**src/hw/rtl/image_frame_deframer_assert.svh**
```systemverilog
// assertion macros shared by the deframer modules
`ifndef IMAGE_FRAME_DEFRAMER_ASSERT_SVH
`define IMAGE_FRAME_DEFRAMER_ASSERT_SVH

// same-cycle implication, sampled on clk, off during rst
`define IFD_ASSERT_SAME(lbl, ante, cons, msg) \
  lbl: assert property (@(posedge clk) disable iff (rst) (ante) |-> (cons)) \
    else $error(msg);

// next-cycle implication, sampled on clk, off during rst
`define IFD_ASSERT_NEXT(lbl, ante, cons, msg) \
  lbl: assert property (@(posedge clk) disable iff (rst) (ante) |=> (cons)) \
    else $error(msg);

`endif

```
**src/hw/rtl/ifd_pkg.sv**
```systemverilog
`default_nettype none
package ifd_pkg;

  localparam int unsigned CNT_W = 25;

  localparam logic [CNT_W-1:0] MAX_RESET  = 25'd16777224;
  localparam logic [CNT_W-1:0] PRE_LEN    = 25'd6;
  localparam logic [CNT_W-1:0] LEN_END    = 25'd9;
  localparam logic [CNT_W-1:0] SEC_FIRST  = 25'd10;
  localparam logic [CNT_W-1:0] SEC_LAST   = 25'd13;
  localparam logic [CNT_W-1:0] NS_FIRST   = 25'd14;
  localparam logic [CNT_W-1:0] NS_LAST    = 25'd17;
  localparam logic [CNT_W-1:0] W_FIRST    = 25'd18;
  localparam logic [CNT_W-1:0] W_LAST     = 25'd19;
  localparam logic [CNT_W-1:0] H_FIRST    = 25'd20;
  localparam logic [CNT_W-1:0] H_LAST     = 25'd21;
  localparam logic [CNT_W-1:0] HDR_END    = 25'd22;
  localparam logic [CNT_W-1:0] OVERHEAD   = 25'd28;
  localparam logic [CNT_W:0]   TAIL_LEN   = 26'd6;

  localparam logic [7:0] PREAMBLE [0:5] = '{8'hFE, 8'hCA, 8'h00, 8'hFF, 8'h00, 8'hFF};
  localparam logic [39:0] TAIL_HEAD = 40'hCC_FE_FF_00_FF;
  localparam logic [7:0]  TAIL_LAST = 8'h00;

  typedef enum logic [2:0] {
    KIND_NONE     = 3'd0,
    KIND_PAYLOAD  = 3'd1,
    KIND_GOOD     = 3'd2,
    KIND_MISMATCH = 3'd3,
    KIND_DROP     = 3'd4
  } kind_t;

  typedef enum logic [3:0] {
    OP_NONE,
    OP_PAYLOAD,
    OP_SEC,
    OP_NS,
    OP_WIDTH,
    OP_HEIGHT,
    OP_STEP,
    OP_END,
    OP_DROP
  } op_t;

  typedef struct packed {
    op_t         op;
    logic [7:0]  data;
    logic        len_ok;
    logic [23:0] target;
  } token_t;

  typedef struct packed {
    kind_t       kind;
    logic [7:0]  pixel_byte;
    logic [31:0] seconds;
    logic [31:0] nanos;
    logic [15:0] width;
    logic [15:0] height;
    logic [7:0]  step;
  } result_t;

endpackage
`default_nettype wire

```
**src/hw/rtl/ifd_fifo.sv**
```systemverilog
`default_nettype none
`include "image_frame_deframer_assert.svh"
module ifd_fifo #(
  parameter int unsigned WIDTH = 8,
  parameter int unsigned DEPTH = 2
) (
  input  logic             clk,
  input  logic             rst,
  input  logic             wr_en,
  input  logic [WIDTH-1:0] wr_data,
  output logic             full,
  input  logic             rd_en,
  output logic [WIDTH-1:0] rd_data,
  output logic             empty
);

  localparam int unsigned PTR_W = (DEPTH > 1) ? $clog2(DEPTH) : 1;
  localparam int unsigned CNT_W = $clog2(DEPTH + 1);
  localparam logic [PTR_W-1:0] LAST = PTR_W'(DEPTH - 1);
  localparam logic [CNT_W-1:0] FULL_CNT = CNT_W'(DEPTH);

  logic [WIDTH-1:0] mem [DEPTH];
  logic [PTR_W-1:0] wr_ptr;
  logic [PTR_W-1:0] rd_ptr;
  logic [CNT_W-1:0] count;
  logic             wr;
  logic             rd;

  assign full    = (count == FULL_CNT);
  assign empty   = (count == '0);
  assign wr      = wr_en && !full;
  assign rd      = rd_en && !empty;
  assign rd_data = mem[rd_ptr];

  always_ff @(posedge clk) begin
    if (wr) begin
      mem[wr_ptr] <= wr_data;
    end
  end

  always_ff @(posedge clk) begin
    if (rst) begin
      wr_ptr <= '0;
      rd_ptr <= '0;
      count  <= '0;
    end else begin
      if (wr) begin
        wr_ptr <= (wr_ptr == LAST) ? '0 : wr_ptr + 1'b1;
      end
      if (rd) begin
        rd_ptr <= (rd_ptr == LAST) ? '0 : rd_ptr + 1'b1;
      end
      if (wr && !rd) begin
        count <= count + 1'b1;
      end else if (rd && !wr) begin
        count <= count - 1'b1;
      end
    end
  end

  `IFD_ASSERT_NEXT(a_fifo_fill, wr && !rd, count == $past(count) + 1'b1, "fifo fill count lost a write")
  `IFD_ASSERT_SAME(a_fifo_ptrs, empty || full, wr_ptr == rd_ptr, "fifo pointers disagree with count")

endmodule
`default_nettype wire

```
**src/hw/rtl/ifd_front.sv**
```systemverilog
`default_nettype none
`include "image_frame_deframer_assert.svh"
module ifd_front (
  input  logic                 clk,
  input  logic                 rst,
  input  logic                 cfg_we,
  input  logic [24:0]          cfg_data,
  input  logic                 accept,
  input  logic [7:0]           in_byte,
  output ifd_pkg::token_t      tok
);

  logic [24:0] count;
  logic [24:0] count_next;
  logic [24:0] fl;
  logic [24:0] fl_next;
  logic [24:0] max_bytes;
  logic [39:0] recent;
  logic [39:0] recent_next;
  logic [24:0] n;
  logic [24:0] diff;
  logic        is_tail;
  logic        drop;
  logic        done_frame;
  ifd_pkg::op_t op;

  assign n       = count + 25'd1;
  assign is_tail = (recent == ifd_pkg::TAIL_HEAD) && (in_byte == ifd_pkg::TAIL_LAST);
  assign diff    = fl_next - ifd_pkg::OVERHEAD;

  always_comb begin
    count_next  = count;
    recent_next = recent;
    fl_next     = fl;
    drop        = 1'b0;
    done_frame  = 1'b0;
    op          = ifd_pkg::OP_NONE;
    if (count < ifd_pkg::PRE_LEN) begin
      // preamble hunt
      if (in_byte == ifd_pkg::PREAMBLE[count[2:0]]) begin
        count_next  = n;
        recent_next = {recent[31:0], in_byte};
      end else begin
        count_next = '0;
      end
    end else begin
      if (n == ifd_pkg::LEN_END) begin
        fl_next = {1'b0, recent[15:0], in_byte} + ifd_pkg::LEN_END;
      end
      recent_next = {recent[31:0], in_byte};
      count_next  = n;
      drop        = (is_tail && (n != fl_next)) || (n >= max_bytes);
      done_frame  = (n >= ifd_pkg::LEN_END) && (n >= fl_next);
      priority if (drop) begin
        count_next = '0;
        op         = ifd_pkg::OP_DROP;
      end else if (done_frame) begin
        count_next = '0;
        op         = ifd_pkg::OP_END;
      end else if (n >= ifd_pkg::SEC_FIRST && n <= ifd_pkg::SEC_LAST) begin
        op = ifd_pkg::OP_SEC;
      end else if (n >= ifd_pkg::NS_FIRST && n <= ifd_pkg::NS_LAST) begin
        op = ifd_pkg::OP_NS;
      end else if (n >= ifd_pkg::W_FIRST && n <= ifd_pkg::W_LAST) begin
        op = ifd_pkg::OP_WIDTH;
      end else if (n >= ifd_pkg::H_FIRST && n <= ifd_pkg::H_LAST) begin
        op = ifd_pkg::OP_HEIGHT;
      end else if (n == ifd_pkg::HDR_END) begin
        op = ifd_pkg::OP_STEP;
      end else if (n > ifd_pkg::HDR_END &&
                   ({1'b0, n} + ifd_pkg::TAIL_LEN) <= {1'b0, fl_next}) begin
        op = ifd_pkg::OP_PAYLOAD;
      end
    end
  end

  always_comb begin
    tok.op     = op;
    tok.data   = in_byte;
    tok.len_ok = (fl_next >= ifd_pkg::OVERHEAD);
    tok.target = diff[23:0];
  end

  always_ff @(posedge clk) begin
    if (rst) begin
      count     <= '0;
      fl        <= '0;
      recent    <= '0;
      max_bytes <= ifd_pkg::MAX_RESET;
    end else begin
      if (accept) begin
        count  <= count_next;
        fl     <= fl_next;
        recent <= recent_next;
      end
      if (cfg_we) begin
        max_bytes <= cfg_data;
      end
    end
  end

  `IFD_ASSERT_NEXT(a_front_restart, accept && (op == ifd_pkg::OP_DROP || op == ifd_pkg::OP_END), count == '0, "frame end did not restart the hunt")

endmodule
`default_nettype wire

```
**src/hw/rtl/ifd_back.sv**
```systemverilog
`default_nettype none
`include "image_frame_deframer_assert.svh"
module ifd_back (
  input  logic                 clk,
  input  logic                 rst,
  input  logic                 tok_valid,
  input  ifd_pkg::token_t      tok,
  output logic                 tok_pop,
  input  logic                 res_full,
  output logic                 res_push,
  output ifd_pkg::result_t     res
);

  logic [31:0] hdr_seconds;
  logic [31:0] hdr_nanos;
  logic [15:0] hdr_width;
  logic [15:0] hdr_height;
  logic [7:0]  hdr_step;
  logic [31:0] wh;
  logic [39:0] prod;
  logic        take;
  logic        size_ok;

  assign take     = tok_valid && !res_full;
  assign tok_pop  = take;
  assign res_push = take;
  assign size_ok  = tok.len_ok && (prod == {16'b0, tok.target});

  // product is registered in two multiply steps, wh then prod, and settles well before the frame can end
  always_ff @(posedge clk) begin
    wh   <= hdr_width * hdr_height;
    prod <= wh * hdr_step;
  end

  always_ff @(posedge clk) begin
    if (take) begin
      unique case (tok.op)
        ifd_pkg::OP_SEC:    hdr_seconds <= {hdr_seconds[23:0], tok.data};
        ifd_pkg::OP_NS:     hdr_nanos   <= {hdr_nanos[23:0], tok.data};
        ifd_pkg::OP_WIDTH:  hdr_width   <= {hdr_width[7:0], tok.data};
        ifd_pkg::OP_HEIGHT: hdr_height  <= {hdr_height[7:0], tok.data};
        ifd_pkg::OP_STEP:   hdr_step    <= tok.data;
        default: begin
        end
      endcase
    end
  end

  always_comb begin
    res      = '0;
    res.kind = ifd_pkg::KIND_NONE;
    unique case (tok.op)
      ifd_pkg::OP_PAYLOAD: begin
        res.kind       = ifd_pkg::KIND_PAYLOAD;
        res.pixel_byte = tok.data;
      end
      ifd_pkg::OP_DROP: begin
        res.kind = ifd_pkg::KIND_DROP;
      end
      ifd_pkg::OP_END: begin
        if (size_ok) begin
          res.kind    = ifd_pkg::KIND_GOOD;
          res.seconds = hdr_seconds;
          res.nanos   = hdr_nanos;
          res.width   = hdr_width;
          res.height  = hdr_height;
          res.step    = hdr_step;
        end else begin
          res.kind = ifd_pkg::KIND_MISMATCH;
        end
      end
      default: begin
        res.kind = ifd_pkg::KIND_NONE;
      end
    endcase
  end

  `IFD_ASSERT_SAME(a_back_short, take && tok.op == ifd_pkg::OP_END && !tok.len_ok, res.kind == ifd_pkg::KIND_MISMATCH, "short frame reported good")

endmodule
`default_nettype wire

```
**src/hw/rtl/image_frame_deframer.sv**
```systemverilog
// image_frame_deframer: byte-stream frame parser
// input side is a queue: a byte transfers on a clock edge with push high and
//   full low; a new byte can transfer on every cycle
// result side is a queue: the oldest result sits on kind and the field ports
//   while empty is low and transfers on an edge with pop high
// every byte in gives exactly one result: nothing, a payload byte, a good
//   frame with its header, a size mismatch, or a dropped frame
// a byte's token is written into the token queue at its transfer, and its
//   result is written into the result queue when the report stage takes it
// throughput: one byte per cycle while full is low, set by the single-token
//   step of the parser and of the report stage
// the parser and the report stage are split by a token queue; the header
//   product is computed in two registered multiply steps while the image
//   bytes stream
// when pop is held low results collect in the output queue, then the token
//   queue fills and full rises until results drain
// cfg_we writes cfg_data into the frame size limit
// rst (synchronous) empties both queues, restarts the preamble hunt and sets
//   the limit to 16777224
`default_nettype none
module image_frame_deframer #(
  parameter int unsigned TOK_DEPTH = 2,
  parameter int unsigned RES_DEPTH = 2
) (
  input  logic        clk,
  input  logic        rst,
  input  logic        cfg_we,
  input  logic [24:0] cfg_data,
  input  logic        push,
  output logic        full,
  input  logic [7:0]  in_byte,
  input  logic        pop,
  output logic        empty,
  output logic [2:0]  kind,
  output logic [7:0]  pixel_byte,
  output logic [31:0] stamp_seconds,
  output logic [31:0] stamp_nanos,
  output logic [15:0] img_width,
  output logic [15:0] img_height,
  output logic [7:0]  bytes_per_pixel
);

  ifd_pkg::token_t  tok_in;
  ifd_pkg::token_t  tok_out;
  ifd_pkg::result_t res_in;
  ifd_pkg::result_t res_out;
  logic             accept;
  logic             tok_empty;
  logic             tok_pop;
  logic             res_full;
  logic             res_push;

  assign accept = push && !full;

  ifd_front u_front (
    .clk      (clk),
    .rst      (rst),
    .cfg_we   (cfg_we),
    .cfg_data (cfg_data),
    .accept   (accept),
    .in_byte  (in_byte),
    .tok      (tok_in)
  );

  ifd_fifo #(
    .WIDTH ($bits(ifd_pkg::token_t)),
    .DEPTH (TOK_DEPTH)
  ) u_tok_q (
    .clk     (clk),
    .rst     (rst),
    .wr_en   (accept),
    .wr_data (tok_in),
    .full    (full),
    .rd_en   (tok_pop),
    .rd_data (tok_out),
    .empty   (tok_empty)
  );

  ifd_back u_back (
    .clk       (clk),
    .rst       (rst),
    .tok_valid (!tok_empty),
    .tok       (tok_out),
    .tok_pop   (tok_pop),
    .res_full  (res_full),
    .res_push  (res_push),
    .res       (res_in)
  );

  ifd_fifo #(
    .WIDTH ($bits(ifd_pkg::result_t)),
    .DEPTH (RES_DEPTH)
  ) u_res_q (
    .clk     (clk),
    .rst     (rst),
    .wr_en   (res_push),
    .wr_data (res_in),
    .full    (res_full),
    .rd_en   (pop),
    .rd_data (res_out),
    .empty   (empty)
  );

  assign kind            = res_out.kind;
  assign pixel_byte      = res_out.pixel_byte;
  assign stamp_seconds   = res_out.seconds;
  assign stamp_nanos     = res_out.nanos;
  assign img_width       = res_out.width;
  assign img_height      = res_out.height;
  assign bytes_per_pixel = res_out.step;

endmodule
`default_nettype wire

```
**config.mk**
```make
export PLATFORM = sky130hd
export DESIGN_NAME = image_frame_deframer
export DESIGN_NICKNAME = d
export VERILOG_FILES = /design/src/hw/rtl/ifd_pkg.sv /design/src/hw/rtl/ifd_fifo.sv /design/src/hw/rtl/ifd_front.sv /design/src/hw/rtl/ifd_back.sv /design/src/hw/rtl/image_frame_deframer.sv
export VERILOG_INCLUDE_DIRS = /design/src /design/src/hw/rtl
export SDC_FILE = /design/constraint.sdc
export NUM_CORES = 2
export LEC_CHECK = 0
export ABC_AREA = 1
export BUFFER_PORTS_ARGS = -buffer_cell sky130_fd_sc_hd__buf_2
export CORE_MARGIN = 5
export CORE_UTILIZATION = 40
export DETAILED_ROUTE_END_ITERATION = 16
export GPL_TIMING_DRIVEN = 1
export HOLD_SLACK_MARGIN = 0.1
export PLACE_DENSITY = 0.55
export SLEW_MARGIN = 5
export SYNTH_ARGS = -nofsm -noshare
export SYNTH_HDL_FRONTEND = slang
export SYNTH_SLANG_ARGS = --single-unit
export TNS_END_PERCENT = 1
```
**constraint.sdc**
```tcl
create_clock -name clk -period 9.3 [get_ports clk]
set_clock_uncertainty 0.15 [all_clocks]
set_input_delay 1.395 -clock clk [delete_from_list [all_inputs] [get_ports clk]]
set_output_delay 1.395 -clock clk [all_outputs]
set_load 0.005 [all_outputs]
```
Yosys cells after proc, flatten, opt, wreduce, memory -nomap -nowiden

Memory sizes are Yosys's and may differ from the RTL's. A register that Yosys moved wholly into a read port is not among the register bits.
Index checks and enable logic that the tools add are counted.

$mul: 2
Reductions and logical operators: 39
Bitwise operators: 1
Equality and inequality tests: 17
Muxes and demuxes: 41
Add/subtract/negate cells: 12
$lt $le $gt $ge: 16

Operators with widths:

| cell                    | count |
|---|---|
| $mux W104               | 2 |
| $mux W25                | 7 |
| $mux W40                | 2 |
| $ge A25 B4 Y1 const B   | 3 |
| $ge A25 B5 Y1 const B   | 3 |
| $le A25 B5 Y1 const B   | 3 |
| $ge A25 B25 Y1          | 2 |
| $eq A40 B24 Y1          | 1 |
| $eq A40 B40 Y1 const B  | 1 |
| $mul A32 B8 Y40         | 1 |
| $mul A16 B16 Y32        | 1 |
| $mux W4                 | 8 |
| $add A25 B3 Y26 const B | 1 |
| $le A26 B25 Y1          | 1 |
| $add A24 B4 Y25 const B | 1 |
| $add A25 B1 Y25 const B | 1 |
| $eq A25 B4 Y1 const B   | 1 |
| $eq A25 B5 Y1 const B   | 1 |
| $gt A25 B5 Y1 const B   | 1 |
| $le A25 B4 Y1 const B   | 1 |
| $lt A25 B3 Y1 const B   | 1 |
| $ne A25 B25 Y1          | 1 |
| $mux W8                 | 3 |
| $sub A24 B5 Y24 const B | 1 |
| other kinds (22)        | 80 |

Flip-flop bits (word level): 299
Bits in writable memories: 304
Memories kept: 3
Bits in read-only memories: 64
Input bits: 38
Logic and storage cells: 148

Memory list:

| name             | depth | width | rd ports | clocked after memory_dff | write ports | line            | RTL |
|---|---|---|---|---|---|---|---|
| u_res_q.mem      | 2     | 115   | 1        | 1                        | 1           | ifd_fifo.sv:22  | `logic [WIDTH-1:0] mem [DEPTH];` |
| u_tok_q.mem      | 2     | 37    | 1        | 1                        | 1           | ifd_fifo.sv:22  |  |
| (name not given) | 8     | 8     | 1        | 0                        | 0           | ifd_front.sv:40 | `if (in_byte == ifd_pkg::PREAMBLE[count[2:0]]) begin` |

Longest topological paths before layout

Depth after elaboration: 15
Depth in mapped cells: 36
Depth with buffers taken out: 35

By module

A second synthesis with hierarchy kept.

Cells, all modules: 5,222
Area, all modules: 45,443.6 um^2

Modules (own cells, without submodules):

| module               | instances | cells each | area an instance (um^2) |
|---|---|---|---|
| ifd_back             | 1         | 3,187      | 24,218.2 |
| ifd_front            | 1         | 1,485      | 9,397.8 |
| ifd_fifo at u_res_q  | 1         | 395        | 8,740.9 |
| ifd_fifo at u_tok_q  | 1         | 152        | 3,072.9 |
| image_frame_deframer | 1         | 3          | 13.8 |

Worst setup path before layout

Ideal clock, no wire load.

Kind: register to register
From: register u_back.hdr_width[7]
To: register u_back.wh[30]
Arrival time: 6.135 ns
Setup slack: 2.943 ns
Stages on the path, launching flop included: 28
Path buffers: 2
Data required time: 9.078 ns
Cell sequence: edfxtp_1 clkbuf_1 clkbuf_1 nand2_1 fa_1 inv_1 fa_1 inv_1 fa_1 inv_1 fa_1 inv_1 fa_1 inv_1 fa_1 ha_1 a21oi_1 nand2_1 a21oi_1 inv_1 a21oi_1 o21ai_0 a21boi_0 o21ai_0 a21oi_1 nor2_1 nor2_1 xnor2_1

Word-level cells in the longest chain between the ends: 1

RTL lines:

| item                   | line           | RTL |
|---|---|---|
| from (decl)            | ifd_back.sv:16 | `logic [15:0] hdr_width;` |
| from (signal assigned) | ifd_back.sv:40 | `ifd_pkg::OP_WIDTH: hdr_width <= {hdr_width[7:0], tok.data};` |
| $mul A16 B16 Y32       | ifd_back.sv:31 | `wh <= hdr_width * hdr_height;` |
| to (signal assigned)   | ifd_back.sv:31 |  |
| to (decl)              | ifd_back.sv:19 | `logic [31:0] wh;` |

No other way between the ends.
A chain may end at the register's enable or synchronous reset.

Worst setup path in the final report

From: register u_back.hdr_height[6]
To: register u_back.wh[30]

Word-level cells in the longest chain between the ends: 1

RTL lines:

| item                   | line           | RTL |
|---|---|---|
| from (decl)            | ifd_back.sv:17 | `logic [15:0] hdr_height;` |
| from (signal assigned) | ifd_back.sv:41 | `ifd_pkg::OP_HEIGHT: hdr_height <= {hdr_height[7:0], tok.data};` |
| $mul A16 B16 Y32       | ifd_back.sv:31 |  |

No other way between the ends.

==> impl_metrics.ini <==
[synth]
synth.area.top_cells = edfxtp_1 (29%), fa_1 (17%), dfxtp_1 (9.2%), nand2_1 (8.6%), inv_1 (7.3%)
synthesis.area_sq_um = 42800
ys.flop_type = edfxtp_1
yosys.area.top_type = edfxtp_1
synth.avg_cell_area_sq_um = 9.23
async_flop_share = 0
ys_warn_count = 0
syn-num-nets = 5293
yosysSeqAreaShare = 0.378
ys_ff_latch = 605
synth_edf_count = 408
synthCells = 4641
synth_cell_types = 69
synth_top_area_frac = 0.286

[routing]
route.detailed.drc = 0
drtAntennaViolNets = 0
drt_iter0_drc = 1619
drt-pass1-iter-count = 7
num_vias = 30642
routedWlPerCell_microns = 17.9
via_per_inst = 4.99
drt_wl_total_microns = 110000

[flow_run]
maxCapViolations = 0

[floorplan]
fp.dieH_microns = 337
core_sq_um = 107000
die-area_sq_um = 114000
rows = 120
io-pin-count = 155
start_util = 0.401
dieWidth_microns = 337

[min_path]
hold_path.class = reg2reg

[place]
portBuffers = 154
dp.final_hpwl_microns = 81400
place.gp.congestion = 0.877

[clock_network]
post-cts-setup-buffer-count = 0
clk_latency_ns = 0.63
cts_tree = yes
cts_buffers = 69
path_clk_slew_ns = 0.06
htreeDepth = 3
cts_resized = 0
cts.sink_count = 605
cts-hold-fix-buffers = 0
clockBufferDepth = 3
clockRootBuffer = clkbuf_16

[worst_setup_path]
crit_slowest_cell = edfxtp_1
crit_type = reg2reg
startpoint_type = flip-flop
worst-path-max-fanout = 18
crit_required_ns = 9.69
crit_family = adder cells
arrival_ns = 7.50
end_kind = flip-flop
cp_num_buf_inv = 5
max_stage_delay_ns = 0.90

[timing]
final_max_slew_viol_count = 0
fin_crit_sh = 0.764
setup_viol = 0
fin_setup_tns_ns = 0
fmax_ghz = 0.141
finalHoldViolCount = 0
relSlewSlack = 0.246
worstMarginPinSlew_ns = 1.13
post-route-min-period_ns = 7.10
rsz0062_at_grt = false

[final_layout]
fillers = 10370
multi_input_area_sq_um = 22600
area_delta_synth_final_pct = 9.82
final_nets = 5335
regArea_sq_um = 16200
layout-drive-gt1-share = 0.107

[global_route]
gr-usage-met2 = 0.338
top_usage_layer = met2
grt_util_met1 = 0.255
grtUsageMet3 = 0.0278
grt_pass1_wl_microns = 176000
grt_max_degree = 117
grtUsageTotal = 0.196
grt_pass1_vias = 31252
antenna_found_initial = 3
gr-total-overflow = 0

[run_status]
status = complete, no violations
-- synthesized netlist by cell type, types with 68 or more instances --
| cell | n |
|---|---|
| o21ai_0 | 189 |
| clkbuf_1 | 176 |
| xor2_1 | 94 |
| nand2_1 | 986 |
| fa_1 | 374 |
| mux2_2 | 115 |
| a21oi_1 | 204 |
| nor2_1 | 349 |
| ha_1 | 240 |
| nand3_1 | 91 |
| inv_1 | 830 |
| dfxtp_1 | 197 |
| edfxtp_1 | 408 |
| nand4_1 | 68 |
-- worst reg2reg max path: stages, from the launching register on --
cell and delay (ns):
edfxtp_1 0.90, nand2_1 0.19, fa_1 0.56, inv_1 0.05, fa_1 0.55, inv_1 0.06
fa_1 0.47, fa_1 0.49, inv_1 0.05, fa_1 0.51, fa_1 0.51, ha_1 0.36
nand2_1 0.08, inv_1 0.04, nand2_1 0.05, nand2_1 0.07, nand2_1 0.07, nand2_1 0.09
a21oi_1 0.38, inv_1 0.08, a21oi_1 0.24, o21ai_0 0.17, a21boi_0 0.28, o21ai_0 0.17
a21oi_1 0.15, nor2_1 0.05, nor2_1 0.11, xnor2_1 0.12
-- sequential cells by signal, summed over array words and instances, names as in the netlist, 2 cells and up, named ones only --
name and cells:
u_back.hdr_height 16, u_back.hdr_nanos 32, u_back.hdr_seconds 32, u_back.hdr_step 8, u_back.hdr_width 16, u_back.prod 40, u_back.wh 32, u_front.count 25
u_front.fl 25, u_front.max_bytes 25, u_front.recent 40, u_res_q.count 2, u_res_q.mem 230, u_tok_q.count 2, u_tok_q.mem 74
-- path summary, 6_finish.rpt --
kind / end / startpoint / cells past startpoint / slack (ns)
max: u_back.wh[30] / u_back.hdr_height[6] / 27 / 2.20
max reg2reg: u_back.wh[30] / u_back.hdr_height[6] / 27 / 2.20
min: u_back.hdr_seconds[19] / u_back.hdr_seconds[11] / 0 / 0.30
min reg2reg: u_back.hdr_seconds[19] / u_back.hdr_seconds[11] / 0 / 0.30
-- logic make-up after synthesis --
group                      synth area share
muxes                                0.0340
buffers and inverters                0.0954
xor gates and xnor gates             0.0274
AOI/OAI and AO/OA                    0.0600
and+or+nand+nor                       0.160
adders and majority gates             0.245
DFF                                   0.378
-- metrics by stage --
stage | area, sq um | std cells | worst slack (ns) | util | hold WS, ns
after floorplan | 42800 | 4641 | 2.94 | - | 0.274
after global placement | 44800 | 6015 | 2.34 | 0.419 | 0.281
after detailed placement | 44800 | 6015 | 2.24 | 0.419 | 0.284
after CTS | 47000 | 6139 | 2.20 | 0.440 | 0.294
after global routing | 47000 | 6139 | 1.65 | 0.440 | 0.305
final | 47000 | 6140 | 2.20 | 0.441 | 0.297
-- layer usage --
| layer | wire length [microns] | share of wire |
|---|---|---|
| met5 | 41 | 0.00037 |
| met4 | 3780 | 0.034 |
| met3 | 5100 | 0.046 |
| met2 | 53100 | 0.48 |
| met1 | 47800 | 0.44 |
-- placed cells by master, fill, tap and decap left out, types with 16 or more instances in the layout --
cell type  synthesis  layout
nor4_1            20      20
o21ai_0          189     189
nand2_2           22      22
nor2_1           349     344
inv_1            830     830
buf_4              9      33
dfxtp_1          197     196
nand4_1           68      68
ha_1             240     240
mux2i_1           16      16
nand2_1          986     986
or2_2             18      18
buf_2              2     154
xor2_1            94      94
clkbuf_16          0      69
edfxtp_1         408     408
a21oi_1          204     204
nor3_1            22      20
fa_1             374     374
mux2_2           115     115
nand3_1           91      91
xnor2_1           33      33
-- final cells by class --
class | instances | area share
Sequential cell | 605 | 0.344
Antenna cell | 1 | 0.0000532
Inverter | 841 | 0.0672
Timing Repair Buffer | 189 | 0.0225
Tap cell | 1403 | 0.0373
Clock buffer | 90 | 0.0397
Multi-Input combinational cell | 2977 | 0.481
Clock inverter | 34 | 0.00819
Power is not shown: default switching activity piles up to over one toggle a cycle in this logic, so the estimate is an artifact.
